[config.mk]
export PLATFORM = sky130hd
export DESIGN_NAME = indexed_list_table_core
export DESIGN_NICKNAME = d
export VERILOG_FILES = /design/src/hw/rtl/ilt_pkg.sv /design/src/hw/rtl/indexed_list_table_core.sv /design/src/hw/rtl/ilt_ram.sv /design/src/hw/rtl/ilt_datapath.sv /design/src/hw/rtl/ilt_ctrl.sv
export SDC_FILE = /design/constraint.sdc
export NUM_CORES = 1
export LEC_CHECK = 0
export ABC_AREA = 0
export BUFFER_PORTS_ARGS = -buffer_cell sky130_fd_sc_hd__buf_2
export CORE_ASPECT_RATIO = 0.8
export CORE_MARGIN = 1
export CORE_UTILIZATION = 30
export CTS_CLUSTER_DIAMETER = 60
export DETAILED_ROUTE_END_ITERATION = 7
export PLACE_DENSITY_LB_ADDON = 0.15
export SYNTH_ARGS = -nofsm -noshare
export SYNTH_HDL_FRONTEND = slang
export SYNTH_SLANG_ARGS = --single-unit
[constraint.sdc]
create_clock -name clk -period 4.9 [get_ports clk]
set_clock_uncertainty 0.05 [all_clocks]
set_input_delay 0.98 -clock clk [delete_from_list [all_inputs] [get_ports clk]]
set_output_delay 0.98 -clock clk [all_outputs]
set_load 0.005 [all_outputs]
[src/hw/rtl/ilt_pkg.sv]
package ilt_pkg;

    // Default capacity and fixed field widths of the request and result channels.
    localparam int DEFAULT_CAPACITY = 16;
    localparam int DATA_W           = 32;
    localparam int POS_W            = 5;
    localparam int POS2_W           = 4;
    localparam int STATUS_W         = 2;
    localparam int FOUND_W          = 5;
    localparam int COUNT_W          = 5;

    // Request codes.
    typedef enum logic [2:0] {
        REQ_APPEND = 3'd0,
        REQ_INSERT = 3'd1,
        REQ_REMOVE = 3'd2,
        REQ_READ   = 3'd3,
        REQ_WRITE  = 3'd4,
        REQ_FIND   = 3'd5,
        REQ_SWAP   = 3'd6,
        REQ_CLEAR  = 3'd7
    } req_t;

    // Result status codes.
    typedef enum logic [1:0] {
        ST_OK     = 2'd0,
        ST_RANGE  = 2'd1,
        ST_FULL   = 2'd2,
        ST_ABSENT = 2'd3
    } status_t;

    // Controller states.
    typedef enum logic [3:0] {
        S_IDLE,
        S_EXEC,
        S_LOOP_CHK,
        S_SH_RD,
        S_SH_WR,
        S_FINAL,
        S_FIND_RD,
        S_FIND_CMP,
        S_RD_WAIT,
        S_SW_A,
        S_SW_B,
        S_SW_C,
        S_DONE
    } state_t;

    // Memory read address sources.
    typedef enum logic [1:0] {
        RA_POS,
        RA_POS2,
        RA_IDX,
        RA_IDX_M1
    } raddr_sel_t;

    // Memory write address sources.
    typedef enum logic [2:0] {
        WA_COUNT,
        WA_POS,
        WA_POS2,
        WA_IDX,
        WA_IDX_M1,
        WA_COUNT_M1
    } waddr_sel_t;

    // Memory write data sources.
    typedef enum logic [1:0] {
        WD_VALUE,
        WD_RDATA,
        WD_HOLD,
        WD_ZERO
    } wdata_sel_t;

    // Cursor updates.
    typedef enum logic [2:0] {
        IDX_HOLD,
        IDX_COUNT,
        IDX_POS_P1,
        IDX_ZERO,
        IDX_INC,
        IDX_DEC
    } idx_op_t;

    // Entry count updates.
    typedef enum logic [1:0] {
        CNT_HOLD,
        CNT_INC,
        CNT_DEC,
        CNT_CLEAR
    } cnt_op_t;

    // Commands from the controller to the datapath.
    typedef struct packed {
        logic       req_load;
        logic       rd_en;
        raddr_sel_t rd_sel;
        logic       wr_en;
        waddr_sel_t wr_sel;
        wdata_sel_t wd_sel;
        idx_op_t    idx_op;
        cnt_op_t    cnt_op;
        logic       hold_load;
        logic       status_load;
        status_t    status_code;
        logic       rd_load_mem;
        logic       rd_load_ones;
        logic       found_load;
        logic       out_load;
    } dp_cmd_t;

    // Status from the datapath to the controller.
    typedef struct packed {
        req_t req_type;
        logic pos_gt_count;
        logic pos_ge_count;
        logic pos2_ge_count;
        logic full;
        logic idx_eq_pos;
        logic idx_eq_count;
        logic match;
        logic out_busy;
    } dp_stat_t;

endpackage

[src/hw/rtl/indexed_list_table_core.sv]
// Channel   Handshake            Payload
// request   in_valid / in_ready  req_type, position, second_position, value
// result    out_valid/out_ready  status, read_value, found_index, element_count, is_empty
//
// One request is worked at a time; the list lives in a memory with one write
// port and one registered read port, used for one write and one read per cycle.
// Insert and remove take longer with each entry moved, and find with each entry
// checked before the match or the end of the list.
// Reset clears the count and the output valid flag; stored words are not cleared.
// A result waiting in the output register does not block work on the next request.

module indexed_list_table_core #(
    parameter int CAPACITY = ilt_pkg::DEFAULT_CAPACITY
) (
    input  logic                                 clk,
    input  logic                                 rst_n,
    input  logic                                 in_valid,
    output logic                                 in_ready,
    input  logic [2:0]                           req_type,
    input  logic [ilt_pkg::POS_W-1:0]            position,
    input  logic [ilt_pkg::POS2_W-1:0]           second_position,
    input  logic signed [ilt_pkg::DATA_W-1:0]    value,
    output logic                                 out_valid,
    input  logic                                 out_ready,
    output logic [ilt_pkg::STATUS_W-1:0]         status,
    output logic signed [ilt_pkg::DATA_W-1:0]    read_value,
    output logic signed [ilt_pkg::FOUND_W-1:0]   found_index,
    output logic [ilt_pkg::COUNT_W-1:0]          element_count,
    output logic                                 is_empty
);

    import ilt_pkg::*;

    dp_cmd_t  cmd;
    dp_stat_t stat;

    ilt_ctrl u_ctrl (
        .clk     (clk),
        .rst_n   (rst_n),
        .in_valid(in_valid),
        .in_ready(in_ready),
        .stat    (stat),
        .cmd     (cmd)
    );

    ilt_datapath #(
        .CAPACITY(CAPACITY)
    ) u_datapath (
        .clk            (clk),
        .rst_n          (rst_n),
        .cmd            (cmd),
        .stat           (stat),
        .req_type       (req_type),
        .position       (position),
        .second_position(second_position),
        .value          (value),
        .out_ready      (out_ready),
        .out_valid      (out_valid),
        .status         (status),
        .read_value     (read_value),
        .found_index    (found_index),
        .element_count  (element_count),
        .is_empty       (is_empty)
    );

    // A full rejection only happens with the list at capacity.
    a_full_at_capacity: assert property (@(posedge clk) disable iff (!rst_n)
        (out_valid && status == ST_FULL) |-> element_count == COUNT_W'(CAPACITY))
        else $error("full status with count below capacity");

    // A found position comes only with a successful status.
    a_found_ok: assert property (@(posedge clk) disable iff (!rst_n)
        (out_valid && found_index != {FOUND_W{1'b1}}) |-> status == ST_OK)
        else $error("found position without ok status");

    // The empty flag agrees with the count, checked only for capacities up to 31.
    a_empty_count: assert property (@(posedge clk) disable iff (!rst_n)
        out_valid |-> ((CAPACITY > 31) || (is_empty == (element_count == '0))))
        else $error("empty flag disagrees with count");

    // A position error never reports a found position.
    a_range_no_found: assert property (@(posedge clk) disable iff (!rst_n)
        (out_valid && status == ST_RANGE) |-> found_index == {FOUND_W{1'b1}})
        else $error("range error with a found position");

endmodule

[src/hw/rtl/ilt_ram.sv]
module ilt_ram #(
    parameter int WIDTH = 32,
    parameter int DEPTH = 16
) (
    input  logic                     clk,
    input  logic                     wr_en,
    input  logic [$clog2(DEPTH)-1:0] wr_addr,
    input  logic [WIDTH-1:0]         wr_data,
    input  logic                     rd_en,
    input  logic [$clog2(DEPTH)-1:0] rd_addr,
    output logic [WIDTH-1:0]         rd_data
);

    logic [WIDTH-1:0] store_reg [DEPTH];
    logic [WIDTH-1:0] rd_data_reg;

    // One write port and one read port; read data is registered and holds
    // until the next read.
    always_ff @(posedge clk)
    begin
        if (wr_en)
        begin
            store_reg[wr_addr] <= wr_data;
        end
        if (rd_en)
        begin
            rd_data_reg <= store_reg[rd_addr];
        end
    end

    assign rd_data = rd_data_reg;

endmodule

[src/hw/rtl/ilt_datapath.sv]
module ilt_datapath #(
    parameter int CAPACITY = ilt_pkg::DEFAULT_CAPACITY
) (
    input  logic                          clk,
    input  logic                          rst_n,
    input  ilt_pkg::dp_cmd_t              cmd,
    output ilt_pkg::dp_stat_t             stat,
    input  logic [2:0]                    req_type,
    input  logic [ilt_pkg::POS_W-1:0]     position,
    input  logic [ilt_pkg::POS2_W-1:0]    second_position,
    input  logic [ilt_pkg::DATA_W-1:0]    value,
    input  logic                          out_ready,
    output logic                          out_valid,
    output logic [ilt_pkg::STATUS_W-1:0]  status,
    output logic [ilt_pkg::DATA_W-1:0]    read_value,
    output logic [ilt_pkg::FOUND_W-1:0]   found_index,
    output logic [ilt_pkg::COUNT_W-1:0]   element_count,
    output logic                          is_empty
);

    import ilt_pkg::*;

    localparam int CW = $clog2(CAPACITY + 1);
    localparam int AW = $clog2(CAPACITY);
    localparam int XW = (CW > POS_W) ? CW : POS_W;

    // Latched request.
    req_t                req_reg;
    logic [POS_W-1:0]    pos_reg;
    logic [POS2_W-1:0]   pos2_reg;
    logic [DATA_W-1:0]   value_reg;

    // Cursor, count and swap holding register.
    logic [CW-1:0]       idx_reg;
    logic [CW-1:0]       idx_next;
    logic [CW-1:0]       count_reg;
    logic [CW-1:0]       count_next;
    logic [DATA_W-1:0]   hold_reg;

    // Working result and output register.
    status_t             res_status_reg;
    logic [DATA_W-1:0]   res_rd_reg;
    logic [FOUND_W-1:0]  res_found_reg;
    logic                out_valid_reg;
    logic                out_valid_next;
    logic [STATUS_W-1:0] out_status_reg;
    logic [DATA_W-1:0]   out_rd_reg;
    logic [FOUND_W-1:0]  out_found_reg;
    logic [COUNT_W-1:0]  out_count_reg;
    logic                out_empty_reg;

    // Memory port signals.
    logic [AW-1:0]       ram_raddr;
    logic [AW-1:0]       ram_waddr;
    logic [DATA_W-1:0]   ram_wdata;
    logic [DATA_W-1:0]   ram_rdata;

    // Compare positions and cursor against the count at a common width.
    logic [XW-1:0]       pos_x;
    logic [XW-1:0]       pos2_x;
    logic [XW-1:0]       cnt_x;
    logic [XW-1:0]       idx_x;

    assign pos_x  = XW'(pos_reg);
    assign pos2_x = XW'(pos2_reg);
    assign cnt_x  = XW'(count_reg);
    assign idx_x  = XW'(idx_reg);

    always_comb
    begin
        stat.req_type      = req_reg;
        stat.pos_gt_count  = pos_x > cnt_x;
        stat.pos_ge_count  = pos_x >= cnt_x;
        stat.pos2_ge_count = pos2_x >= cnt_x;
        stat.full          = count_reg == CW'(CAPACITY);
        stat.idx_eq_pos    = idx_x == pos_x;
        stat.idx_eq_count  = idx_reg == count_reg;
        stat.match         = ram_rdata == value_reg;
        stat.out_busy      = out_valid_reg && !out_ready;
    end

    // Memory address and data selection.
    always_comb
    begin
        case (cmd.rd_sel)
            RA_POS:    ram_raddr = AW'(pos_reg);
            RA_POS2:   ram_raddr = AW'(pos2_reg);
            RA_IDX:    ram_raddr = AW'(idx_reg);
            RA_IDX_M1: ram_raddr = AW'(idx_reg - CW'(1));
            default:   ram_raddr = AW'(idx_reg);
        endcase

        case (cmd.wr_sel)
            WA_COUNT:    ram_waddr = AW'(count_reg);
            WA_POS:      ram_waddr = AW'(pos_reg);
            WA_POS2:     ram_waddr = AW'(pos2_reg);
            WA_IDX:      ram_waddr = AW'(idx_reg);
            WA_IDX_M1:   ram_waddr = AW'(idx_reg - CW'(1));
            WA_COUNT_M1: ram_waddr = AW'(count_reg - CW'(1));
            default:     ram_waddr = AW'(count_reg);
        endcase

        case (cmd.wd_sel)
            WD_VALUE: ram_wdata = value_reg;
            WD_RDATA: ram_wdata = ram_rdata;
            WD_HOLD:  ram_wdata = hold_reg;
            WD_ZERO:  ram_wdata = '0;
            default:  ram_wdata = value_reg;
        endcase
    end

    ilt_ram #(
        .WIDTH(DATA_W),
        .DEPTH(CAPACITY)
    ) u_ram (
        .clk    (clk),
        .wr_en  (cmd.wr_en),
        .wr_addr(ram_waddr),
        .wr_data(ram_wdata),
        .rd_en  (cmd.rd_en),
        .rd_addr(ram_raddr),
        .rd_data(ram_rdata)
    );

    // Cursor, count and output valid updates.
    always_comb
    begin
        case (cmd.idx_op)
            IDX_HOLD:   idx_next = idx_reg;
            IDX_COUNT:  idx_next = count_reg;
            IDX_POS_P1: idx_next = CW'(pos_reg) + CW'(1);
            IDX_ZERO:   idx_next = '0;
            IDX_INC:    idx_next = idx_reg + CW'(1);
            IDX_DEC:    idx_next = idx_reg - CW'(1);
            default:    idx_next = idx_reg;
        endcase

        case (cmd.cnt_op)
            CNT_HOLD:  count_next = count_reg;
            CNT_INC:   count_next = count_reg + CW'(1);
            CNT_DEC:   count_next = count_reg - CW'(1);
            CNT_CLEAR: count_next = '0;
            default:   count_next = count_reg;
        endcase

        if (cmd.out_load)
        begin
            out_valid_next = 1'b1;
        end
        else if (out_ready)
        begin
            out_valid_next = 1'b0;
        end
        else
        begin
            out_valid_next = out_valid_reg;
        end
    end

    // Control state: entry count and output valid.
    always_ff @(posedge clk or negedge rst_n)
    begin
        if (!rst_n)
        begin
            count_reg     <= '0;
            out_valid_reg <= 1'b0;
        end
        else
        begin
            count_reg     <= count_next;
            out_valid_reg <= out_valid_next;
        end
    end

    // Payload registers.
    always_ff @(posedge clk)
    begin
        idx_reg <= idx_next;

        if (cmd.req_load)
        begin
            req_reg        <= req_t'(req_type);
            pos_reg        <= position;
            pos2_reg       <= second_position;
            value_reg      <= value;
            res_status_reg <= ST_OK;
            res_rd_reg     <= '0;
            res_found_reg  <= '1;
        end
        else
        begin
            if (cmd.status_load)
            begin
                res_status_reg <= cmd.status_code;
            end
            if (cmd.rd_load_mem)
            begin
                res_rd_reg <= ram_rdata;
            end
            else if (cmd.rd_load_ones)
            begin
                res_rd_reg <= '1;
            end
            if (cmd.found_load)
            begin
                res_found_reg <= FOUND_W'(idx_reg);
            end
        end

        if (cmd.hold_load)
        begin
            hold_reg <= ram_rdata;
        end

        if (cmd.out_load)
        begin
            out_status_reg <= res_status_reg;
            out_rd_reg     <= res_rd_reg;
            out_found_reg  <= res_found_reg;
            out_count_reg  <= COUNT_W'(count_reg);
            out_empty_reg  <= count_reg == '0;
        end
    end

    assign out_valid     = out_valid_reg;
    assign status        = out_status_reg;
    assign read_value    = out_rd_reg;
    assign found_index   = out_found_reg;
    assign element_count = out_count_reg;
    assign is_empty      = out_empty_reg;

endmodule

[src/hw/rtl/ilt_ctrl.sv]
module ilt_ctrl (
    input  logic              clk,
    input  logic              rst_n,
    input  logic              in_valid,
    output logic              in_ready,
    input  ilt_pkg::dp_stat_t stat,
    output ilt_pkg::dp_cmd_t  cmd
);

    import ilt_pkg::*;

    state_t state_reg;
    state_t state_next;
    logic   is_insert;

    assign is_insert = stat.req_type == REQ_INSERT;

    // State register.
    always_ff @(posedge clk or negedge rst_n)
    begin
        if (!rst_n)
        begin
            state_reg <= S_IDLE;
        end
        else
        begin
            state_reg <= state_next;
        end
    end

    // Next state and datapath commands.
    always_comb
    begin
        cmd        = '0;
        in_ready   = 1'b0;
        state_next = state_reg;

        case (state_reg)
            S_IDLE:
            begin
                in_ready = 1'b1;
                if (in_valid)
                begin
                    cmd.req_load = 1'b1;
                    state_next   = S_EXEC;
                end
            end

            // Check the request and start its work.
            S_EXEC:
            begin
                state_next = S_DONE;
                case (stat.req_type)
                    REQ_APPEND:
                    begin
                        if (stat.full)
                        begin
                            cmd.status_load = 1'b1;
                            cmd.status_code = ST_FULL;
                        end
                        else
                        begin
                            cmd.wr_en  = 1'b1;
                            cmd.wr_sel = WA_COUNT;
                            cmd.wd_sel = WD_VALUE;
                            cmd.cnt_op = CNT_INC;
                        end
                    end
                    REQ_INSERT:
                    begin
                        if (stat.pos_gt_count)
                        begin
                            cmd.status_load = 1'b1;
                            cmd.status_code = ST_RANGE;
                        end
                        else if (stat.full)
                        begin
                            cmd.status_load = 1'b1;
                            cmd.status_code = ST_FULL;
                        end
                        else
                        begin
                            cmd.idx_op = IDX_COUNT;
                            state_next = S_LOOP_CHK;
                        end
                    end
                    REQ_REMOVE:
                    begin
                        if (stat.pos_ge_count)
                        begin
                            cmd.status_load = 1'b1;
                            cmd.status_code = ST_RANGE;
                        end
                        else
                        begin
                            cmd.idx_op = IDX_POS_P1;
                            state_next = S_LOOP_CHK;
                        end
                    end
                    REQ_READ:
                    begin
                        if (stat.pos_ge_count)
                        begin
                            cmd.status_load  = 1'b1;
                            cmd.status_code  = ST_RANGE;
                            cmd.rd_load_ones = 1'b1;
                        end
                        else
                        begin
                            cmd.rd_en  = 1'b1;
                            cmd.rd_sel = RA_POS;
                            state_next = S_RD_WAIT;
                        end
                    end
                    REQ_WRITE:
                    begin
                        if (stat.pos_ge_count)
                        begin
                            cmd.status_load = 1'b1;
                            cmd.status_code = ST_RANGE;
                        end
                        else
                        begin
                            cmd.wr_en  = 1'b1;
                            cmd.wr_sel = WA_POS;
                            cmd.wd_sel = WD_VALUE;
                        end
                    end
                    REQ_FIND:
                    begin
                        cmd.idx_op = IDX_ZERO;
                        state_next = S_LOOP_CHK;
                    end
                    REQ_SWAP:
                    begin
                        if (stat.pos_ge_count || stat.pos2_ge_count)
                        begin
                            cmd.status_load = 1'b1;
                            cmd.status_code = ST_RANGE;
                        end
                        else
                        begin
                            cmd.rd_en  = 1'b1;
                            cmd.rd_sel = RA_POS;
                            state_next = S_SW_A;
                        end
                    end
                    default:
                    begin
                        cmd.cnt_op = CNT_CLEAR;
                    end
                endcase
            end

            // Decide whether the shift or scan loop is finished.
            S_LOOP_CHK:
            begin
                case (stat.req_type)
                    REQ_INSERT:
                    begin
                        state_next = stat.idx_eq_pos ? S_FINAL : S_SH_RD;
                    end
                    REQ_REMOVE:
                    begin
                        state_next = stat.idx_eq_count ? S_FINAL : S_SH_RD;
                    end
                    default:
                    begin
                        if (stat.idx_eq_count)
                        begin
                            cmd.status_load = 1'b1;
                            cmd.status_code = ST_ABSENT;
                            state_next      = S_DONE;
                        end
                        else
                        begin
                            state_next = S_FIND_RD;
                        end
                    end
                endcase
            end

            // Move one entry: up for insert, down for remove.
            S_SH_RD:
            begin
                cmd.rd_en  = 1'b1;
                cmd.rd_sel = is_insert ? RA_IDX_M1 : RA_IDX;
                state_next = S_SH_WR;
            end

            S_SH_WR:
            begin
                cmd.wr_en  = 1'b1;
                cmd.wd_sel = WD_RDATA;
                cmd.wr_sel = is_insert ? WA_IDX : WA_IDX_M1;
                cmd.idx_op = is_insert ? IDX_DEC : IDX_INC;
                state_next = S_LOOP_CHK;
            end

            // Place the new value, or zero the slot vacated by a remove.
            S_FINAL:
            begin
                cmd.wr_en = 1'b1;
                if (is_insert)
                begin
                    cmd.wr_sel = WA_POS;
                    cmd.wd_sel = WD_VALUE;
                    cmd.cnt_op = CNT_INC;
                end
                else
                begin
                    cmd.wr_sel = WA_COUNT_M1;
                    cmd.wd_sel = WD_ZERO;
                    cmd.cnt_op = CNT_DEC;
                end
                state_next = S_DONE;
            end

            // Scan for the first matching entry.
            S_FIND_RD:
            begin
                cmd.rd_en  = 1'b1;
                cmd.rd_sel = RA_IDX;
                state_next = S_FIND_CMP;
            end

            S_FIND_CMP:
            begin
                if (stat.match)
                begin
                    cmd.found_load = 1'b1;
                    state_next     = S_DONE;
                end
                else
                begin
                    cmd.idx_op = IDX_INC;
                    state_next = S_LOOP_CHK;
                end
            end

            S_RD_WAIT:
            begin
                cmd.rd_load_mem = 1'b1;
                state_next      = S_DONE;
            end

            // Swap: hold the first entry, read the second, write both back.
            S_SW_A:
            begin
                cmd.hold_load = 1'b1;
                cmd.rd_en     = 1'b1;
                cmd.rd_sel    = RA_POS2;
                state_next    = S_SW_B;
            end

            S_SW_B:
            begin
                cmd.wr_en  = 1'b1;
                cmd.wr_sel = WA_POS;
                cmd.wd_sel = WD_RDATA;
                state_next = S_SW_C;
            end

            S_SW_C:
            begin
                cmd.wr_en  = 1'b1;
                cmd.wr_sel = WA_POS2;
                cmd.wd_sel = WD_HOLD;
                state_next = S_DONE;
            end

            // Hand the result to the output register once it is free.
            S_DONE:
            begin
                if (!stat.out_busy)
                begin
                    cmd.out_load = 1'b1;
                    state_next   = S_IDLE;
                end
            end

            default:
            begin
                state_next = S_IDLE;
            end
        endcase
    end

endmodule

==> flow_summary_export.csv, run 1 <==
group,metric,value,unit
clock_tree,htreeDepth,3,
yosys,syn-num-nets,2215,
worst_setup_path,cp-end-kind,"register",
clock_tree,cts_setup_buffers,0,
run_status,status,"completed",
worst_setup_path,crit_arrival,4740,ps
clock_tree,clkLatencyLatePin,660,ps
power,leakage,0.0117,µW
global_routing,antenna_found_initial,0,
floorplanning,die_h,281,µm
sta,slew_violations,0,
final_layout,final_cell_mix,"edfxtp_1 (670), nand2_1 (427), and3_1 (99)",
sta,setup_viol,0,
sta,final.min_clock_period,4410,ps
sta,setup_tns,0,ps
clock_tree,cts_resized,0,
clock_tree,root_buffer,"clkbuf_16",
final_layout,syn_to_final_growth,16.9,%
worst_setup_path,required,5230,ps
yosys,synth_top_cell_by_area,"edfxtp_1",
final_layout,largest_register_ffs,512,
clock_tree,cts_tree,"built",
yosys,ys_ff_latch,719,
clock_tree,postCtsHoldBufs,0,
final_layout,final_common_cell,"edfxtp_1",
floorplanning,num_rows,101,
detailed_routing,drc_errors,0,
sta,worstMarginPinSlew,1310,ps
detailed_routing,num_vias,18630,
sta,hold_viol,0,
worst_setup_path,path_max_fanout,5,
yosys,synth_edf_count,670,
detailed_routing,ant_nets,0,
global_routing,grt_first_pass_wirelength,129000,µm
floorplanning,die_w,351,µm
floorplanning,pin_count,95,
detailed_routing,drt-total-wl,87400,µm
worst_hold_path,min_path_type,"in2async",
global_routing,grt_start_max_net_pins,70,
floorplanning,start_util,30.5,%
sta,whs,172,ps
clock_tree,clk_path_buf_depth,3,
floorplanning,floorplan.core_area,0.0957,mm²
global_routing,grt.overflow.total,0,
clock_tree,cts_buffers,76,
power,irDropWorstVdd,0.290,mV
worst_setup_path,worst-r2r-setup-slack,490,ps
yosys,syn_area,0.0292,mm²
worst_setup_path,critPathKind,"reg2reg",
final_layout,nets,2320,
yosys,synth-async-reset-ratio,1.39,%
sta,slew_headroom,12.8,%
run,cap_viol_max_count,0,
sta,max_freq,227,MHz
yosys,synth_top_area_share,68.9,%
placed_design,placed_cells,3467,
placed_design,finalWeightedCongestion,0.861,
global_routing,grt_pass1_vias,18728,
sta,grt_setup_unrepaired,"no",
yosys,yosysWarnings,0,
clock_tree,clk_pin_slew,60,ps
power,power_density,710,mW/mm²
yosys,synthTopCellsByArea,"edfxtp_1 (69%), nand2_1 (5.5%), dfxtp_1 (2.7%)",
global_routing,grt_use_total,17.8,%
floorplanning,die_area,0.0986,mm²
placed_design,portBuffers,94,
clock_tree,cts_sinks,719,
final_layout,instances_no_fill,3600,
detailed_routing,viasPerCell,5.18,
yosys,syn_avg_cell_area,13.6,µm²
yosys,synth_seq_area_share,72.4,%
detailed_routing,post_drt_wl_per_cell,24.3,µm
final_layout,layout-drive-gt1-share,15.3,%
detailed_routing,drt-initial-drc-count,1745,
yosys,ys.flop_type,"edfxtp_1",
final_layout,post-route-util,35.7,%
yosys,synthCells,2153,
detailed_routing,dr.pass1.iters,5,
worst_setup_path,startpoint_type,"register",
yosys,synth.distinct_cells,66,
placed_design,dpl.hpwl,52700,µm
sta,post-route-period-util,90.0,%
==> metrics by stage <==
| step | worst slack, ps | cell area [µm²] | total power (µW) |
|---|---|---|---|
| after floorplan | 636 | 29200 | 14900 |
| after global routing | 291 | 34200 | 25600 |
| after detailed placement | 627 | 31800 | 18900 |
| final | 491 | 34200 | 24300 |
| after CTS | 569 | 34200 | 24500 |
| after global placement | 493 | 31800 | 18900 |
==> cell families (layout without fill, tap and decap cells) <==
family	count (synthesis)	count (layout)	share of synthesized area, %
flip-flops	719	719	72.4
other	0	1	0
AO/OA/AOI/OAI	429	429	11.1
adder cells (fa/ha/maj)	14	14	0.600
buffers and inverters	203	362	2.78
XOR/XNOR	53	53	1.59
AND/OR/NAND/NOR	723	723	11.1
multiplexers	12	12	0.420
==> critical path: stages, from the launching register on <==
cell and delay (ps):
edfxtp_1 510, xnor2_1 350, nand4_1 270, nor4_1 700
nand2_1 290, nand3_1 190, a21oi_1 170, nand2_1 150
mux2_2 340, ha_1 230, nand3_1 120, xnor2_1 90
a2111oi_0 410, a31oi_1 90, nand4_1 110, o211ai_1 90
==> final timing paths <==
| kind | end | depth (start not counted) | startpoint |
|---|---|---|---|
| setup / recovery | u_datapath.idx_reg[4] | 15 | u_datapath.u_ram.rd_data[24] |
| hold / removal | u_datapath.cnt_x[4] | 1 | rst_n |
| setup reg to reg | u_datapath.idx_reg[4] | 15 | u_datapath.u_ram.rd_data[24] |
| hold reg to reg | u_datapath.status[1] | 0 | u_datapath.res_status_reg[1] |
| max in group asynchronous | u_datapath.cnt_x[2] | 1 | rst_n |
| min in group clk | u_datapath.status[1] | 0 | u_datapath.res_status_reg[1] |
==> power breakdown <==
part | internal [µW] | switching, µW | leakage [µW] | total (µW)
Clock | 3150 | 2420 | 0.00113 | 5570
Sequential | 8970 | 724 | 0.00651 | 9700
Combinational | 2760 | 6240 | 0.00406 | 9000
==> final cells by class <==
class / count / area (µm²)
antenna: 1 / 2.50
fill: 9212 / 61500
clock buffer: 92 / 1980
clock inverter: 40 / 355
timing repair buffer: 178 / 1360
sequential: 719 / 21200
multi-input combinational: 1231 / 7500
tap: 1287 / 1610
inverter: 52 / 195
==> cells in the mapped netlist (3+ instances only) <==
cell	count
a211oi_1	99
nor4_1	3
nand3_1	82
a31oi_1	99
clkbuf_1	106
dfrtp_1	10
o211ai_1	9
o21ai_0	22
and3_1	99
o2111ai_1	31
dfxtp_1	39
o22ai_1	7
a22oi_1	37
o21a_1	6
ha_1	14
a21oi_1	27
nand4_1	13
inv_1	51
buf_2	38
nand2_1	430
mux2i_1	10
xnor2_1	44
edfxtp_1	670
xor2_1	9
a222oi_1	32
buf_1	6
o221a_2	32
nor2b_1	6
nand2b_1	9
or3_1	3
nor2_1	48
nor3_1	13
a21o_1	5
==> per-layer routing <==
metal	vias up	wire [µm]	global-route usage [%]
met1	9674	41800	25.5
met2	400	40600	28.1
met4	0	1350	3.52
met3	98	3680	2.97
met5	-	0	0
li1	8458	-	-
(Power assumes the default switching activity.)
==> inputs of run 2 (changes only) <==
--- a/config.mk
+++ b/config.mk
@@ -13,6 +13,7 @@
 export CTS_CLUSTER_DIAMETER = 60
 export DETAILED_ROUTE_END_ITERATION = 7
 export PLACE_DENSITY_LB_ADDON = 0.15
+export SETUP_SLACK_MARGIN = 0.5
 export SYNTH_ARGS = -nofsm -noshare
 export SYNTH_HDL_FRONTEND = slang
 export SYNTH_SLANG_ARGS = --single-unit
==> run 2 against run 1 <==
Net effect: non-clock buffer count grew 4; setup slack gained 300 ps; sequential power is essentially flat; first-iteration DRC count shrank 3.3%; critical path depth grew 2; wire length is essentially flat; final cell count is essentially flat; power is essentially flat; via count grew 0.27%; register-to-register slack gained 300 ps.
==> flow_summary_export.csv, run 2 (synthesis results as in run 1) <==
group,metric,value,unit
floorplanning,die_area,0.0986,mm²
detailed_routing,ant_nets,0,
sta,worst_slack,788,ps
final_layout,syn_to_final_growth,17.1,%
detailed_routing,drt-initial-drc-count,1687,
detailed_routing,viasPerCell,5.18,
power,irDropWorstVdd,0.291,mV
final_layout,final_cell_mix,"edfxtp_1 (670), nand2_1 (427), and3_1 (99)",
clock_tree,htreeDepth,3,
detailed_routing,post_drt_wl_per_cell,24.3,µm
final_layout,nets,2324,
worst_setup_path,startpoint_type,"register",
worst_setup_path,worst-r2r-setup-slack,790,ps
worst_setup_path,cp-end-kind,"register",
floorplanning,num_rows,101,
clock_tree,cts_buffers,76,
worst_setup_path,crit_arrival,4450,ps
clock_tree,clk_path_buf_depth,3,
final_layout,largest_register_ffs,512,
detailed_routing,num_vias,18681,
sta,slew_headroom,12.5,%
detailed_routing,dr.pass1.iters,6,
worst_setup_path,r2r-start,"u_datapath.cnt_x[3]",
worst_setup_path,critPathLaunch,"u_datapath.cnt_x[3]",
floorplanning,die_w,351,µm
placed_design,finalWeightedCongestion,0.861,
worst_setup_path,path_max_fanout,8,
final_layout,layout-drive-gt1-share,15.6,%
sta,final.min_clock_period,4110,ps
clock_tree,cts_sinks,719,
detailed_routing,drc_errors,0,
run,cap_viol_max_count,0,
sta,post-route-period-util,83.9,%
worst_setup_path,required,5230,ps
power,p_total,24300,µW
clock_tree,cts_tree,"built",
sta,setup_tns,0,ps
sta,worstMarginPinSlew,1310,ps
sta,slew_violations,0,
worst_hold_path,min_path_type,"in2async",
worst_setup_path,reg2reg_depth,17,
sta,hold_viol,0,
global_routing,antenna_found_initial,0,
worst_setup_path,critPathKind,"reg2reg",
placed_design,portBuffers,94,
placed_design,dpl.hpwl,52700,µm
clock_tree,root_buffer,"clkbuf_16",
final_layout,final_common_cell,"edfxtp_1",
floorplanning,die_h,281,µm
clock_tree,postCtsHoldBufs,0,
global_routing,grt.overflow.total,0,
power,power_density,710,mW/mm²
power,leakage,0.0117,µW
final_layout,diodes,0,
floorplanning,floorplan.core_area,0.0957,mm²
clock_tree,clk_pin_slew,60,ps
detailed_routing,drt-total-wl,87400,µm
sta,max_freq,243,MHz
run_status,status,"completed",
sta,setup_viol,0,
worst_setup_path,worst_r2r_endpoint,"u_datapath.idx_reg[4]",
clock_tree,clkLatencyLatePin,660,ps
floorplanning,pin_count,95,
global_routing,grt_start_max_net_pins,70,
global_routing,grt_pass1_vias,18728,
floorplanning,start_util,30.5,%
global_routing,grt_first_pass_wirelength,129000,µm
global_routing,grt_use_total,17.8,%
sta,grt_setup_unrepaired,"no",
placed_design,pre_cts_ws,627,ps
==> run 2: cell count changes in the layout (fill, tap and decap cells not counted) <==
| cell | previous run | this run |
|---|---|---|
| diode_2 | 1 | 0 |
| nor4_2 | 0 | 1 |
| dfrtp_2 | 0 | 1 |
| buf_6 | 0 | 5 |
| dfrtp_1 | 10 | 9 |
| nor4_1 | 3 | 2 |
| buf_4 | 63 | 62 |
| o21a_2 | 0 | 1 |
| o21a_1 | 6 | 5 |
==> run 2: per-stage QoR <==
stage / area (µm²) / util (%) / cells / hold WS (ps)
after floorplan: 29200 / - / 2153 / 358
after global placement: 31800 / 33.3 / 3467 / 365
after detailed placement: 31800 / 33.3 / 3467 / 369
after CTS: 34200 / 35.7 / 3599 / 128
after global routing: 34200 / 35.8 / 3603 / 144
final: 34200 / 35.8 / 3603 / 166
==> run 2: timing repair <==
action | CTS | global route
resized for setup | 0 | 8
setup buffers | 0 | 4
setup endpoints to repair | 0 | 251
==> run 2: critical path, stage by stage, from the launching register on <==
cell       delay [ps]
dfrtp_1           480
inv_1             220
ha_1              370
and3_1            160
and3_1            170
a31o_2            250
a21o_1            170
nand2_1           170
o21a_2            240
nand2_1           110
mux2_2            260
ha_1              210
nand3_1           110
xnor2_1           180
a2111oi_0         410
a31oi_1            90
nand4_1           110
o211ai_1           90
==> run 2: layout make-up <==
| type | count | area [µm²] |
|---|---|---|
| fill | 9212 | 61500 |
| sequential | 719 | 21200 |
| multi-input combinational | 1231 | 7500 |
| clock buffer | 92 | 1980 |
| tap | 1287 | 1610 |
| timing repair buffer | 182 | 1410 |
| clock inverter | 40 | 355 |
| inverter | 52 | 195 |
==> run 2: where the power goes <==
group	switching [µW]	total (µW)	internal, µW	leakage (µW)
combinational	6240	9020	2780	0.00409
sequential	722	9690	8970	0.00651
clock	2420	5570	3150	0.00113
total	9380	24300	14900	0.0117
==> run 2: worst max path at each step <==
stage,endpoint
6_report,u_datapath.idx_reg[4]
5_1_grt,u_datapath.u_ram.store_reg[5][14]
4_1_cts,u_datapath.idx_reg[4]
3_5_place_dp,u_datapath.idx_reg[4]
3_3_place_gp,u_datapath.idx_reg[4]
2_1_floorplan,u_datapath.u_ram.store_reg[2][0]
==> run 2: per-layer routing <==
layer	global-route usage (%)	wire (µm)	vias to the layer above
met1	25.5	41500	9643
li1	-	-	8468
met5	0	0	-
met3	2.97	4150	99
met2	28.1	40400	471
met4	3.52	1340	0
